**src/hw/rtl/sicm_pkg.sv**
```systemverilog
// ----------------------------------------------------------------------------
// Spiral mapper package
// Field widths and the record types shared by the sequencer and the leg unit.
// ----------------------------------------------------------------------------
package sicm_pkg;

    localparam int unsigned NUM_W  = 22;
    localparam int unsigned XY_W   = 11;
    localparam int unsigned POS_W  = 12;
    localparam int unsigned LEG_W  = 12;
    localparam int unsigned BASE_W = 23;

    localparam logic CMD_TO_XY  = 1'b0;
    localparam logic CMD_TO_NUM = 1'b1;

    // Walk position at the start of a leg. Positions are two's complement.
    typedef struct packed {
        logic [LEG_W-1:0]  leg_len;
        logic [BASE_W-1:0] base;
        logic [POS_W-1:0]  pos_x;
        logic [POS_W-1:0]  pos_y;
        logic              axis_y;
        logic              neg;
    } walk_t;

    // What one leg evaluation found.
    typedef struct packed {
        logic              hit;
        logic [XY_W-1:0]   res_x;
        logic [XY_W-1:0]   res_y;
        logic [NUM_W-1:0]  res_num;
    } leg_res_t;

endpackage

```
**src/hw/rtl/sicm_leg_unit.sv**
```systemverilog
// ----------------------------------------------------------------------------
// Spiral mapper leg unit
// Evaluates one leg of the spiral walk: decides whether the target lies on
// it and otherwise advances to the start of the next leg.
// ----------------------------------------------------------------------------
module sicm_leg_unit
(
    input  logic                          cmd,
    input  logic [sicm_pkg::NUM_W-1:0]    number,
    input  logic [sicm_pkg::XY_W-1:0]     qx,
    input  logic [sicm_pkg::XY_W-1:0]     qy,
    input  sicm_pkg::walk_t               cur,
    output sicm_pkg::walk_t               nxt,
    output sicm_pkg::leg_res_t            res
);

    logic [sicm_pkg::POS_W-1:0]  qx_ext;
    logic [sicm_pkg::POS_W-1:0]  qy_ext;
    logic [sicm_pkg::POS_W-1:0]  q_along;
    logic [sicm_pkg::POS_W-1:0]  q_other;
    logic [sicm_pkg::POS_W-1:0]  p_along;
    logic [sicm_pkg::POS_W-1:0]  p_other;
    logic [sicm_pkg::BASE_W-1:0] d_num;
    logic                        num_fits;
    logic [sicm_pkg::POS_W:0]    diff;
    logic [sicm_pkg::POS_W:0]    d_q;
    logic                        q_hit;
    logic [sicm_pkg::LEG_W-1:0]  amt;
    logic [sicm_pkg::POS_W:0]    step;
    logic [sicm_pkg::POS_W:0]    along_sum;
    logic [sicm_pkg::POS_W-1:0]  along_new;
    logic [sicm_pkg::BASE_W-1:0] base_add;
    logic [sicm_pkg::BASE_W-1:0] base_new;

    always_comb
    begin
        qx_ext  = {qx[sicm_pkg::XY_W-1], qx};
        qy_ext  = {qy[sicm_pkg::XY_W-1], qy};
        q_along = cur.axis_y ? qy_ext : qx_ext;
        q_other = cur.axis_y ? qx_ext : qy_ext;
        p_along = cur.axis_y ? cur.pos_y : cur.pos_x;
        p_other = cur.axis_y ? cur.pos_x : cur.pos_y;

        // Number search: the leg holds base+1 .. base+leg_len.
        d_num    = {1'b0, number} - cur.base;
        num_fits = (d_num <= {11'd0, cur.leg_len});

        // Coordinate search: distance along the leg in walking direction.
        diff  = {q_along[sicm_pkg::POS_W-1], q_along} - {p_along[sicm_pkg::POS_W-1], p_along};
        d_q   = cur.neg ? (13'd0 - diff) : diff;
        q_hit = (q_other == p_other) && !d_q[sicm_pkg::POS_W] && (d_q != 13'd0)
                && (d_q[sicm_pkg::POS_W-1:0] <= cur.leg_len);

        // One position adder and one index adder serve both the hit and the step.
        amt       = (cmd == sicm_pkg::CMD_TO_XY && num_fits) ? d_num[sicm_pkg::LEG_W-1:0]
                                                             : cur.leg_len;
        step      = cur.neg ? (13'd0 - {1'b0, amt}) : {1'b0, amt};
        along_sum = {p_along[sicm_pkg::POS_W-1], p_along} + step;
        along_new = along_sum[sicm_pkg::POS_W-1:0];

        base_add = (cmd == sicm_pkg::CMD_TO_NUM && q_hit)
                   ? {11'd0, d_q[sicm_pkg::POS_W-1:0]} : {11'd0, cur.leg_len};
        base_new = cur.base + base_add;

        nxt.leg_len = cur.axis_y ? (cur.leg_len + 12'd1) : cur.leg_len;
        nxt.base    = base_new;
        nxt.pos_x   = cur.axis_y ? cur.pos_x : along_new;
        nxt.pos_y   = cur.axis_y ? along_new : cur.pos_y;
        nxt.axis_y  = !cur.axis_y;
        nxt.neg     = cur.axis_y ? !cur.neg : cur.neg;

        res.hit     = (cmd == sicm_pkg::CMD_TO_NUM) ? q_hit : num_fits;
        res.res_x   = (cmd == sicm_pkg::CMD_TO_NUM) ? qx
                    : (cur.axis_y ? cur.pos_x[sicm_pkg::XY_W-1:0]
                                  : along_new[sicm_pkg::XY_W-1:0]);
        res.res_y   = (cmd == sicm_pkg::CMD_TO_NUM) ? qy
                    : (cur.axis_y ? along_new[sicm_pkg::XY_W-1:0]
                                  : cur.pos_y[sicm_pkg::XY_W-1:0]);
        res.res_num = (cmd == sicm_pkg::CMD_TO_NUM) ? base_new[sicm_pkg::NUM_W-1:0]
                                                    : 22'd0;
    end

endmodule

```
**src/hw/rtl/spiral_index_coordinate_mapper.sv**
```systemverilog
// ----------------------------------------------------------------------------
// Square spiral index / coordinate mapper
// Walks the square spiral one leg per cycle to convert a spiral number to its
// grid position, or a grid position to the number found there.
// ----------------------------------------------------------------------------
// Usage:
// One request beat enters on the s_ group. s_tuser picks the command: 0 maps
// spiral_number to (x,y), 1 maps (query_x,query_y) to a number. One result
// beat leaves on the m_ group; m_tuser carries range_error.
// The block takes a request only while it is idle, then walks the spiral from
// the origin, one whole leg (1,1,2,2,3,3,... steps) per clock in the shared
// leg unit, until the target lies on the current leg. A request whose target
// lies on leg L walks legs 1 to L; L is about 2*sqrt(n) for number n, or
// about 4*max(|x|,|y|) for a coordinate. The last cell of the default spiral,
// (1023,-1023), lies on leg 4093, which sets the worst case; a larger radius
// admits the whole coordinate field and raises it to 4097 legs. Out-of-range
// requests and the origin query skip the walk and load their result once the
// output register is free. The next request is taken the cycle after a result
// is loaded, while that result may still sit in the output register.
// Reset clears the sequencer and drops m_tvalid. If the receiver stalls, the
// result beat holds; a finished walk then waits in place until the output
// register frees, and s_tready stays low meanwhile.
// ----------------------------------------------------------------------------
module spiral_index_coordinate_mapper
#(
    parameter int MAX_RADIUS = 1023
)
(
    input  logic        clk,
    input  logic        rst_n,
    input  logic        s_tvalid,
    output logic        s_tready,
    input  logic [47:0] s_tdata,  // spiral_number[21:0], query_x[32:22], query_y[43:33], zero pad
    input  logic        s_tuser,  // command
    output logic        m_tvalid,
    input  logic        m_tready,
    output logic [47:0] m_tdata,  // result_x[10:0], result_y[21:11], result_number[43:22], pad
    output logic        m_tuser   // range_error
);

    // The spiral holds (2R+1)^2 numbers; a limit beyond the field never trips.
    localparam longint unsigned SPAN      = 2 * MAX_RADIUS + 1;
    localparam longint unsigned LIMIT     = SPAN * SPAN;
    localparam logic [21:0]     NUM_LIMIT = (LIMIT > 64'h3F_FFFF) ? 22'h3F_FFFF : 22'(LIMIT);
    // Coordinates carry at most a magnitude of 1024, so a clamp to 12 bits is exact.
    localparam logic [11:0]     RAD_LIMIT = (MAX_RADIUS > 2047) ? 12'd2047 : 12'(MAX_RADIUS);

    localparam logic ST_IDLE = 1'b0;
    localparam logic ST_WALK = 1'b1;

    logic                          state_reg,     state_next;
    logic                          cmd_reg,       cmd_next;
    logic [sicm_pkg::NUM_W-1:0]    number_reg,    number_next;
    logic [sicm_pkg::XY_W-1:0]     qx_reg,        qx_next;
    logic [sicm_pkg::XY_W-1:0]     qy_reg,        qy_next;
    logic                          quick_reg,     quick_next;
    logic                          err_reg,       err_next;
    sicm_pkg::walk_t               walk_reg,      walk_next;
    logic                          out_valid_reg, out_valid_next;
    logic [sicm_pkg::XY_W-1:0]     out_x_reg,     out_x_next;
    logic [sicm_pkg::XY_W-1:0]     out_y_reg,     out_y_next;
    logic [sicm_pkg::NUM_W-1:0]    out_num_reg,   out_num_next;
    logic                          out_err_reg,   out_err_next;

    sicm_pkg::walk_t               leg_nxt;
    sicm_pkg::leg_res_t            leg_res;

    logic [sicm_pkg::NUM_W-1:0]    in_number;
    logic [sicm_pkg::XY_W-1:0]     in_qx;
    logic [sicm_pkg::XY_W-1:0]     in_qy;
    logic [11:0]                   abs_x;
    logic [11:0]                   abs_y;
    logic                          in_err;
    logic                          in_origin;
    logic                          slot_free;

    sicm_leg_unit u_leg
    (
        .cmd    (cmd_reg),
        .number (number_reg),
        .qx     (qx_reg),
        .qy     (qy_reg),
        .cur    (walk_reg),
        .nxt    (leg_nxt),
        .res    (leg_res)
    );

    // Range screening of the incoming request beat.
    always_comb
    begin
        in_number = s_tdata[21:0];
        in_qx     = s_tdata[32:22];
        in_qy     = s_tdata[43:33];
        abs_x     = in_qx[10] ? (12'd0 - {in_qx[10], in_qx}) : {1'b0, in_qx};
        abs_y     = in_qy[10] ? (12'd0 - {in_qy[10], in_qy}) : {1'b0, in_qy};
        if (s_tuser == sicm_pkg::CMD_TO_NUM)
        begin
            in_err = (abs_x > RAD_LIMIT) || (abs_y > RAD_LIMIT);
        end
        else
        begin
            in_err = (in_number == 22'd0) || (in_number > NUM_LIMIT);
        end
        // The origin is number 1 and is not on any leg of the walk.
        in_origin = (s_tuser == sicm_pkg::CMD_TO_NUM) && (in_qx == 11'd0) && (in_qy == 11'd0);
    end

    assign slot_free = !out_valid_reg || m_tready;

    always_comb
    begin
        state_next     = state_reg;
        cmd_next       = cmd_reg;
        number_next    = number_reg;
        qx_next        = qx_reg;
        qy_next        = qy_reg;
        quick_next     = quick_reg;
        err_next       = err_reg;
        walk_next      = walk_reg;
        out_valid_next = out_valid_reg && !m_tready;
        out_x_next     = out_x_reg;
        out_y_next     = out_y_reg;
        out_num_next   = out_num_reg;
        out_err_next   = out_err_reg;

        unique case (state_reg)
            ST_IDLE:
            begin
                if (s_tvalid)
                begin
                    cmd_next           = s_tuser;
                    number_next        = in_number;
                    qx_next            = in_qx;
                    qy_next            = in_qy;
                    err_next           = in_err;
                    quick_next         = in_err || in_origin;
                    walk_next.leg_len  = 12'd1;
                    walk_next.base     = 23'd1;
                    walk_next.pos_x    = 12'd0;
                    walk_next.pos_y    = 12'd0;
                    walk_next.axis_y   = 1'b0;
                    walk_next.neg      = 1'b0;
                    state_next         = ST_WALK;
                end
            end
            ST_WALK:
            begin
                if (quick_reg)
                begin
                    // Errors and the origin query need no walk.
                    if (slot_free)
                    begin
                        out_valid_next = 1'b1;
                        out_x_next     = (cmd_reg == sicm_pkg::CMD_TO_NUM) ? qx_reg : 11'd0;
                        out_y_next     = (cmd_reg == sicm_pkg::CMD_TO_NUM) ? qy_reg : 11'd0;
                        out_num_next   = {21'd0, !err_reg};
                        out_err_next   = err_reg;
                        state_next     = ST_IDLE;
                    end
                end
                else if (leg_res.hit)
                begin
                    if (slot_free)
                    begin
                        out_valid_next = 1'b1;
                        out_x_next     = leg_res.res_x;
                        out_y_next     = leg_res.res_y;
                        out_num_next   = leg_res.res_num;
                        out_err_next   = 1'b0;
                        state_next     = ST_IDLE;
                    end
                end
                else
                begin
                    walk_next = leg_nxt;
                end
            end
            default:
            begin
                state_next = ST_IDLE;
            end
        endcase
    end

    always_ff @(posedge clk or negedge rst_n)
    begin
        if (!rst_n)
        begin
            state_reg     <= ST_IDLE;
            out_valid_reg <= 1'b0;
        end
        else
        begin
            state_reg     <= state_next;
            out_valid_reg <= out_valid_next;
        end
    end

    always_ff @(posedge clk)
    begin
        cmd_reg     <= cmd_next;
        number_reg  <= number_next;
        qx_reg      <= qx_next;
        qy_reg      <= qy_next;
        quick_reg   <= quick_next;
        err_reg     <= err_next;
        walk_reg    <= walk_next;
        out_x_reg   <= out_x_next;
        out_y_reg   <= out_y_next;
        out_num_reg <= out_num_next;
        out_err_reg <= out_err_next;
    end

    assign s_tready = (state_reg == ST_IDLE);
    assign m_tvalid = out_valid_reg;
    assign m_tdata  = {4'd0, out_num_reg, out_y_reg, out_x_reg};
    assign m_tuser  = out_err_reg;

endmodule

```
**config.mk**
```make
export PLATFORM = sky130hd
export DESIGN_NAME = spiral_index_coordinate_mapper
export DESIGN_NICKNAME = d
export VERILOG_FILES = /design/src/hw/rtl/sicm_pkg.sv /design/src/hw/rtl/sicm_leg_unit.sv /design/src/hw/rtl/spiral_index_coordinate_mapper.sv
export SDC_FILE = /design/constraint.sdc
export NUM_CORES = 1
export LEC_CHECK = 0
export ABC_AREA = 1
export BUFFER_PORTS_ARGS = -buffer_cell sky130_fd_sc_hd__buf_2
export CORE_ASPECT_RATIO = 0.8
export CORE_MARGIN = 2
export CORE_UTILIZATION = 31
export DETAILED_ROUTE_END_ITERATION = 7
export SLEW_MARGIN = 0
export SYNTH_ARGS = -nofsm -noshare
export SYNTH_HDL_FRONTEND = slang
export SYNTH_SLANG_ARGS = --single-unit
```
**constraint.sdc**
```tcl
create_clock -name clk -period 8.8 [get_ports clk]
set_clock_uncertainty 0.05 [all_clocks]
set_input_delay 1.76 -clock clk [delete_from_list [all_inputs] [get_ports clk]]
set_output_delay 1.76 -clock clk [all_outputs]
set_load 0.01 [all_outputs]
```
==> flow_metrics.tcl, run 1 <==
set metrics [dict create \
    status "complete, no violations" \
    synth_xor_xnor_area_share_pct 4.52 \
    period_share_pct 91.5 \
    critPathLaunchType "flip-flop" \
    io_buffers 95 \
    placed_cell_area_sq_um 12900 \
    place.gp.congestion 0.907 \
    final_common_cell "nand2_1" \
    p_leak_nw 6.16 \
    hpwl_mm 26.5 \
    most-common-layout-cells "374 x nand2_1, 195 x inv_1, 153 x edfxtp_1" \
    r2r_start "walk_reg[1]$_SDFFCE_PN0P_" \
    period_minus_slack_ns 8.05 \
    grt_use_total_pct 16.6 \
    cp-end-kind "flip-flop" \
    required_ns 9.02 \
    grt_pass1_vias 9382 \
    clock-sinks 155 \
    power_density_nw_per_um2 402 \
    tightest_slew_ns 1.01 \
    finalInstanceArea_sq_um 13400 \
    viasPerCell 4.88 \
    whs_path_depth 2 \
    dominantRegCellSynth "edfxtp_1" \
    drc 0 \
    ys_async_sr_fraction_pct 1.29 \
    cp_common_cell "nand2_1" \
    synth_top_family_by_area "simple AND/OR/NAND/NOR gates" \
    die_x_um 223 \
    antenna_found_initial 0 \
    synth-seq-cells 155 \
    cts_buffers 17 \
    dp.cells 2071 \
    relSlewSlack_pct 32.6 \
    pre_cts_slack_ns 0.753 \
    hp-start "err_reg$_DFFE_PP_" \
    instances_no_fill 2103 \
    seq_area_frac_synth_pct 39.2 \
    first_pass_iters 5 \
    path_max_fanout 29 \
    insertion_delay_ns 0.43 \
    core_area_sq_um 38000 \
    clock.fmax_mhz 124 \
    path_clk_slew_ns 0.07 \
    std_cell_rows 64 \
    syn-instance-count 1505 \
    synth_edf_count 153 \
    netlist-cell-type-count 57 \
    cts_tree "built" \
    multi_input_comb_area_sq_um 6280 \
    worst_ep_arrival_time_ns 8.27 \
    clk_path_buf_depth 2 \
    overflow 0 \
    drt.antenna.violating_nets 0 \
    synth_top_area_share_pct 38.8 \
    setup-tns-final_ns 0 \
    grt_max_degree 48 \
    htreeDepth 4 \
    cts_resized 0 \
    critPathSlowestCell "a21oi_1" \
    regArea_sq_um 4640 \
    cap_violations 0 \
    hold_viol_final 0 \
    num_vias 10271 \
    holdWs_ns 0.489 \
    cts-root-buf "clkbuf_16" \
    wl_per_cell_um 15.8 \
    max_stage_delay_ns 0.49 \
    nNetsFinal 1736 \
    synth_warnings 0 \
    holdBufCountCts 0 \
    min_to "m_tuser$_SDFFCE_PN0P_" \
    largest_reg_flops 61 \
    final_max_slew_viol_count 0 \
    post_cts_buffers 0 \
    area_growth_pct 13.5 \
    fillerInstances 3979 \
    synth_area_sq_um 11800 \
    crit_type "flip-flop to flip-flop" \
    drtIter0Drc 842 \
    synthMuxAreaShare_pct 0.0845 \
    setup_ws_ns 0.752 \
    synth-compound-area-share_pct 10.3 \
    power.ir.vdd_worst_uv 145 \
    yosys.area_share.simple_pct 28.3 \
    r2r_end "out_num_reg[21]$_SDFFCE_PP0P_" \
    syn_area_per_cell_sq_um 7.87 \
    finalSetupViolations 0 \
    start_util_pct 31.2 \
    post-route-util_pct 35.4 \
    die_area_sq_um 39800 \
    finalWirelength_mm 33.1 \
    reg2reg_setup_slack_ns 0.75 \
    ios 104 \
    synth_area_leaders "edfxtp_1 39%, nand2_1 12%, ha_1 8.9%" \
    grt_pass1_wl_mm 51.4 \
    synthAdderAreaFrac_pct 9.55 \
    rr_worst_depth 39 \
    n_antenna_cell 0 \
    die_h_um 179 \
    yosysTopAreaCell "edfxtp_1" \
    rsz0062_at_grt "false" \
    hp-class "flip-flop to flip-flop" \
    total_power_mw 5.40 \
    drive_above_1_share_pct 14.4 \
]
## synth_stat cells, types with 9 or more instances
cell type and n:
clkbuf_1 24, nor4_1 20, nand3_1 79, nand3b_1 10
xnor2_1 15, nor2_2 9, inv_2 9, nor2_1 151
edfxtp_1 153, nand2_1 374, or2_2 15, inv_1 197
ha_1 84, nand4_1 20, o21bai_1 9, a21oi_1 67
nor3_1 16, xor2_1 35, o21ai_0 99, nand2_2 20
## critical path: cells and delay by family, from the launching register on
kind	cells	cell delay (ns)
buffers and inverters	4	0.80
AOI/OAI and AO/OA	9	2.27
DFF	1	0.43
xor gates and xnor gates	2	0.52
and+or+nand+nor	21	2.84
adders and majority gates	3	0.96
## per-layer routing
| metal | global-route usage (%) | share of wire (%) |
|---|---|---|
| met5 | 0 | 0 |
| met4 | 4.53 | 1.8 |
| met3 | 2.93 | 6.8 |
| met2 | 24.6 | 41 |
| met1 | 24.7 | 50 |
## worst max path at each step
stage | from | end | slack [ns] | depth (start not counted)
after detailed placement | walk_reg[1]$_SDFFCE_PN0P_ | out_num_reg[20]$_SDFFCE_PP0P_ | 0.75 | 40
final | walk_reg[1]$_SDFFCE_PN0P_ | out_num_reg[21]$_SDFFCE_PP0P_ | 0.75 | 39
after global routing | walk_reg[1]$_SDFFCE_PN0P_ | out_num_reg[21]$_SDFFCE_PP0P_ | 0.03 | 39
after floorplan | walk_reg[1]$_SDFFCE_PN0P_ | out_num_reg[20]$_SDFFCE_PP0P_ | 2.36 | 44
after CTS | walk_reg[1]$_SDFFCE_PN0P_ | out_num_reg[20]$_SDFFCE_PP0P_ | 0.72 | 40
after global placement | walk_reg[1]$_SDFFCE_PN0P_ | out_num_reg[21]$_SDFFCE_PP0P_ | 0.83 | 40
## power by group
part / internal (mW) / switching (mW)
logic: 1.15 / 2.29
registers: 1.11 / 0.109
clock network: 0.400 / 0.341
total: 2.66 / 2.74
## cell type report
type,count,share of cell area (%)
Inverter,208,5.84
Sequential cell,155,34.5
Multi-Input combinational cell,1110,46.7
Clock buffer,17,3.16
Clock inverter,15,1.14
Tap cell,495,4.61
Timing Repair Buffer,103,3.98
## logic make-up after synthesis
group / count (synthesis)
simple gates: 743
buf+inv: 243
compound gates: 218
flops: 155
fa+ha+maj: 88
xor+xnor: 56
other cells: 1
mux: 1
(Power assumes the default switching activity.)
==> run 2: changes to the inputs <==
--- a/config.mk
+++ b/config.mk
@@ -11,6 +11,7 @@
 export CORE_MARGIN = 2
 export CORE_UTILIZATION = 31
 export DETAILED_ROUTE_END_ITERATION = 7
+export PLACE_DENSITY = 0.44
 export SLEW_MARGIN = 0
 export SYNTH_ARGS = -nofsm -noshare
 export SYNTH_HDL_FRONTEND = slang
==> run 2 against run 1 <==
Effect of this change:
- cell count up 1.0%
- combinational power grew 5%
- design area up 1.2%
- critical path type unchanged
- global-route usage grew 2.1 points
- clock-buffer cell count unchanged
- die area did not move
- sequential share of layout area fell by 0.40 points
- critical endpoint is now walk_reg[46]$_SDFFCE_PN0P_
- utilization is 0.42 points higher
- hold slack better by 0.024 ns
- register-to-register slack improved by 0.36 ns
==> flow_metrics.tcl, run 2 (synthesis gave the netlist of run 1 again) <==
set metrics [dict create \
    n_antenna_cell 0 \
    area_growth_pct 14.9 \
    hp-class "flip-flop to flip-flop" \
    die_area_sq_um 39800 \
    holdBufCountCts 0 \
    drc 0 \
    cts_buffers 17 \
    cp_common_cell "nand2_1" \
    place.gp.congestion 0.885 \
    cts-root-buf "clkbuf_16" \
    fillerInstances 4056 \
    finalSetupViolations 0 \
    cp-end-kind "flip-flop" \
    antenna_found_initial 1 \
    holdWs_ns 0.513 \
    period_share_pct 87.3 \
    htreeDepth 4 \
    start_util_pct 31.2 \
    clock.fmax_mhz 130 \
    largest_reg_flops 61 \
    path_clk_slew_ns 0.07 \
    critPathLaunchType "flip-flop" \
    critPathBufInv 6 \
    hold_viol_final 0 \
    insertion_delay_ns 0.46 \
    drt.antenna.violating_nets 0 \
    relSlewSlack_pct 27.0 \
    viasPerCell 4.82 \
    nNetsFinal 1757 \
    ios 104 \
    finalInstanceArea_sq_um 13600 \
    io_buffers 95 \
    std_cell_rows 64 \
    path_max_fanout 16 \
    final_common_cell "nand2_1" \
    rsz0062_at_grt "false" \
    cts_resized 0 \
    period_minus_slack_ns 7.69 \
    overflow 0 \
    power_density_nw_per_um2 410 \
    multi_input_comb_area_sq_um 6280 \
    regArea_sq_um 4640 \
    worst_ep_arrival_time_ns 7.82 \
    clock-sinks 155 \
    wl_per_cell_um 17.3 \
    finalWirelength_mm 36.7 \
    grt_max_degree 81 \
    required_ns 8.94 \
    critPathSlowestCell "edfxtp_1" \
    status "complete, no violations" \
    num_vias 10235 \
    setup-tns-final_ns 0 \
    clk_path_buf_depth 2 \
    most-common-layout-cells "374 x nand2_1, 196 x inv_1, 153 x edfxtp_1" \
    grt_use_total_pct 18.7 \
    cts_tree "built" \
    crit_type "flip-flop to flip-flop" \
    max_stage_delay_ns 0.43 \
    core_area_sq_um 38000 \
    post_cts_buffers 0 \
    die_x_um 223 \
    crit_family "simple AND/OR/NAND/NOR gates" \
    first_pass_iters 5 \
    cap_violations 0 \
    tightest_slew_ns 1.09 \
    drive_above_1_share_pct 15.5 \
    placed_cell_area_sq_um 13000 \
    power.ir.vdd_worst_uv 136 \
    grt_pass1_wl_mm 55.6 \
    hpwl_mm 29.3 \
    p_leak_nw 6.27 \
    final_max_slew_viol_count 0 \
    die_h_um 179 \
    grt_pass1_vias 9464 \
    drtIter0Drc 771 \
]
-- run 2: cell types whose count changed in the layout (fill, tap and decap cells not counted), sizes merged --
cell / change
clkinv: +1
buf: +21
clkinvlp: -2
bufinv: -1
inv: +2
-- run 2: cell type report --
| class | instances | share of cell area (%) |
|---|---|---|
| Multi-Input combinational cell | 1110 | 46.2 |
| Clock inverter | 15 | 0.984 |
| Inverter | 208 | 5.74 |
| Tap cell | 495 | 4.55 |
| Clock buffer | 17 | 3.13 |
| Timing Repair Buffer | 124 | 5.28 |
| Sequential cell | 155 | 34.1 |
-- run 2: final timing paths --
path,to,depth (start not counted),slack [ns],startpoint
setup / recovery,walk_reg[46]$_SDFFCE_PN0P_,43,1.11,walk_reg[1]$_SDFFCE_PN0P_
hold / removal,m_tuser$_SDFFCE_PN0P_,2,0.51,err_reg$_DFFE_PP_
setup reg to reg,walk_reg[46]$_SDFFCE_PN0P_,43,1.11,walk_reg[1]$_SDFFCE_PN0P_
hold reg to reg,m_tuser$_SDFFCE_PN0P_,2,0.51,err_reg$_DFFE_PP_
max in group asynchronous,state_reg$_DFF_PN0_,1,7.57,rst_n
min in group asynchronous,m_tvalid$_DFF_PN0_,1,1.03,rst_n
-- run 2: worst min-delay path, cell delays in order (launching register included) --
cell and delay (ns):
edfxtp_1 0.32, nand2_1 0.05, inv_1 0.08
-- run 2: per-stage QoR --
stage	instances	setup WS (ns)	utilization, %	total power, mW
final	2124	1.11	35.8	5.58
after global placement	2092	1.08	34.4	4.83
after global routing	2124	0.345	35.8	6.14
after CTS	2124	1.10	35.8	5.60
after detailed placement	2092	1.15	34.4	4.84
after floorplan	1508	2.36	-	3.77
-- run 2: metal layers --
| metal | vias up | GRT usage (%) | wire [um] |
|---|---|---|---|
| met3 | 13 | 3.23 | 1600 |
| li1 | 5227 | - | - |
| met2 | 202 | 27.0 | 15000 |
| met4 | 2 | 3.47 | 239 |
| met5 | - | 0 | 9 |
| met1 | 4791 | 29.0 | 19800 |
-- run 2: where the power goes --
part	internal (mW)	leakage, nW	total, mW	switching (mW)
sequential	1.11	1.50	1.23	0.116
combinational	1.22	4.49	3.62	2.40
clock	0.373	0.279	0.732	0.359
total	2.71	6.27	5.58	2.88
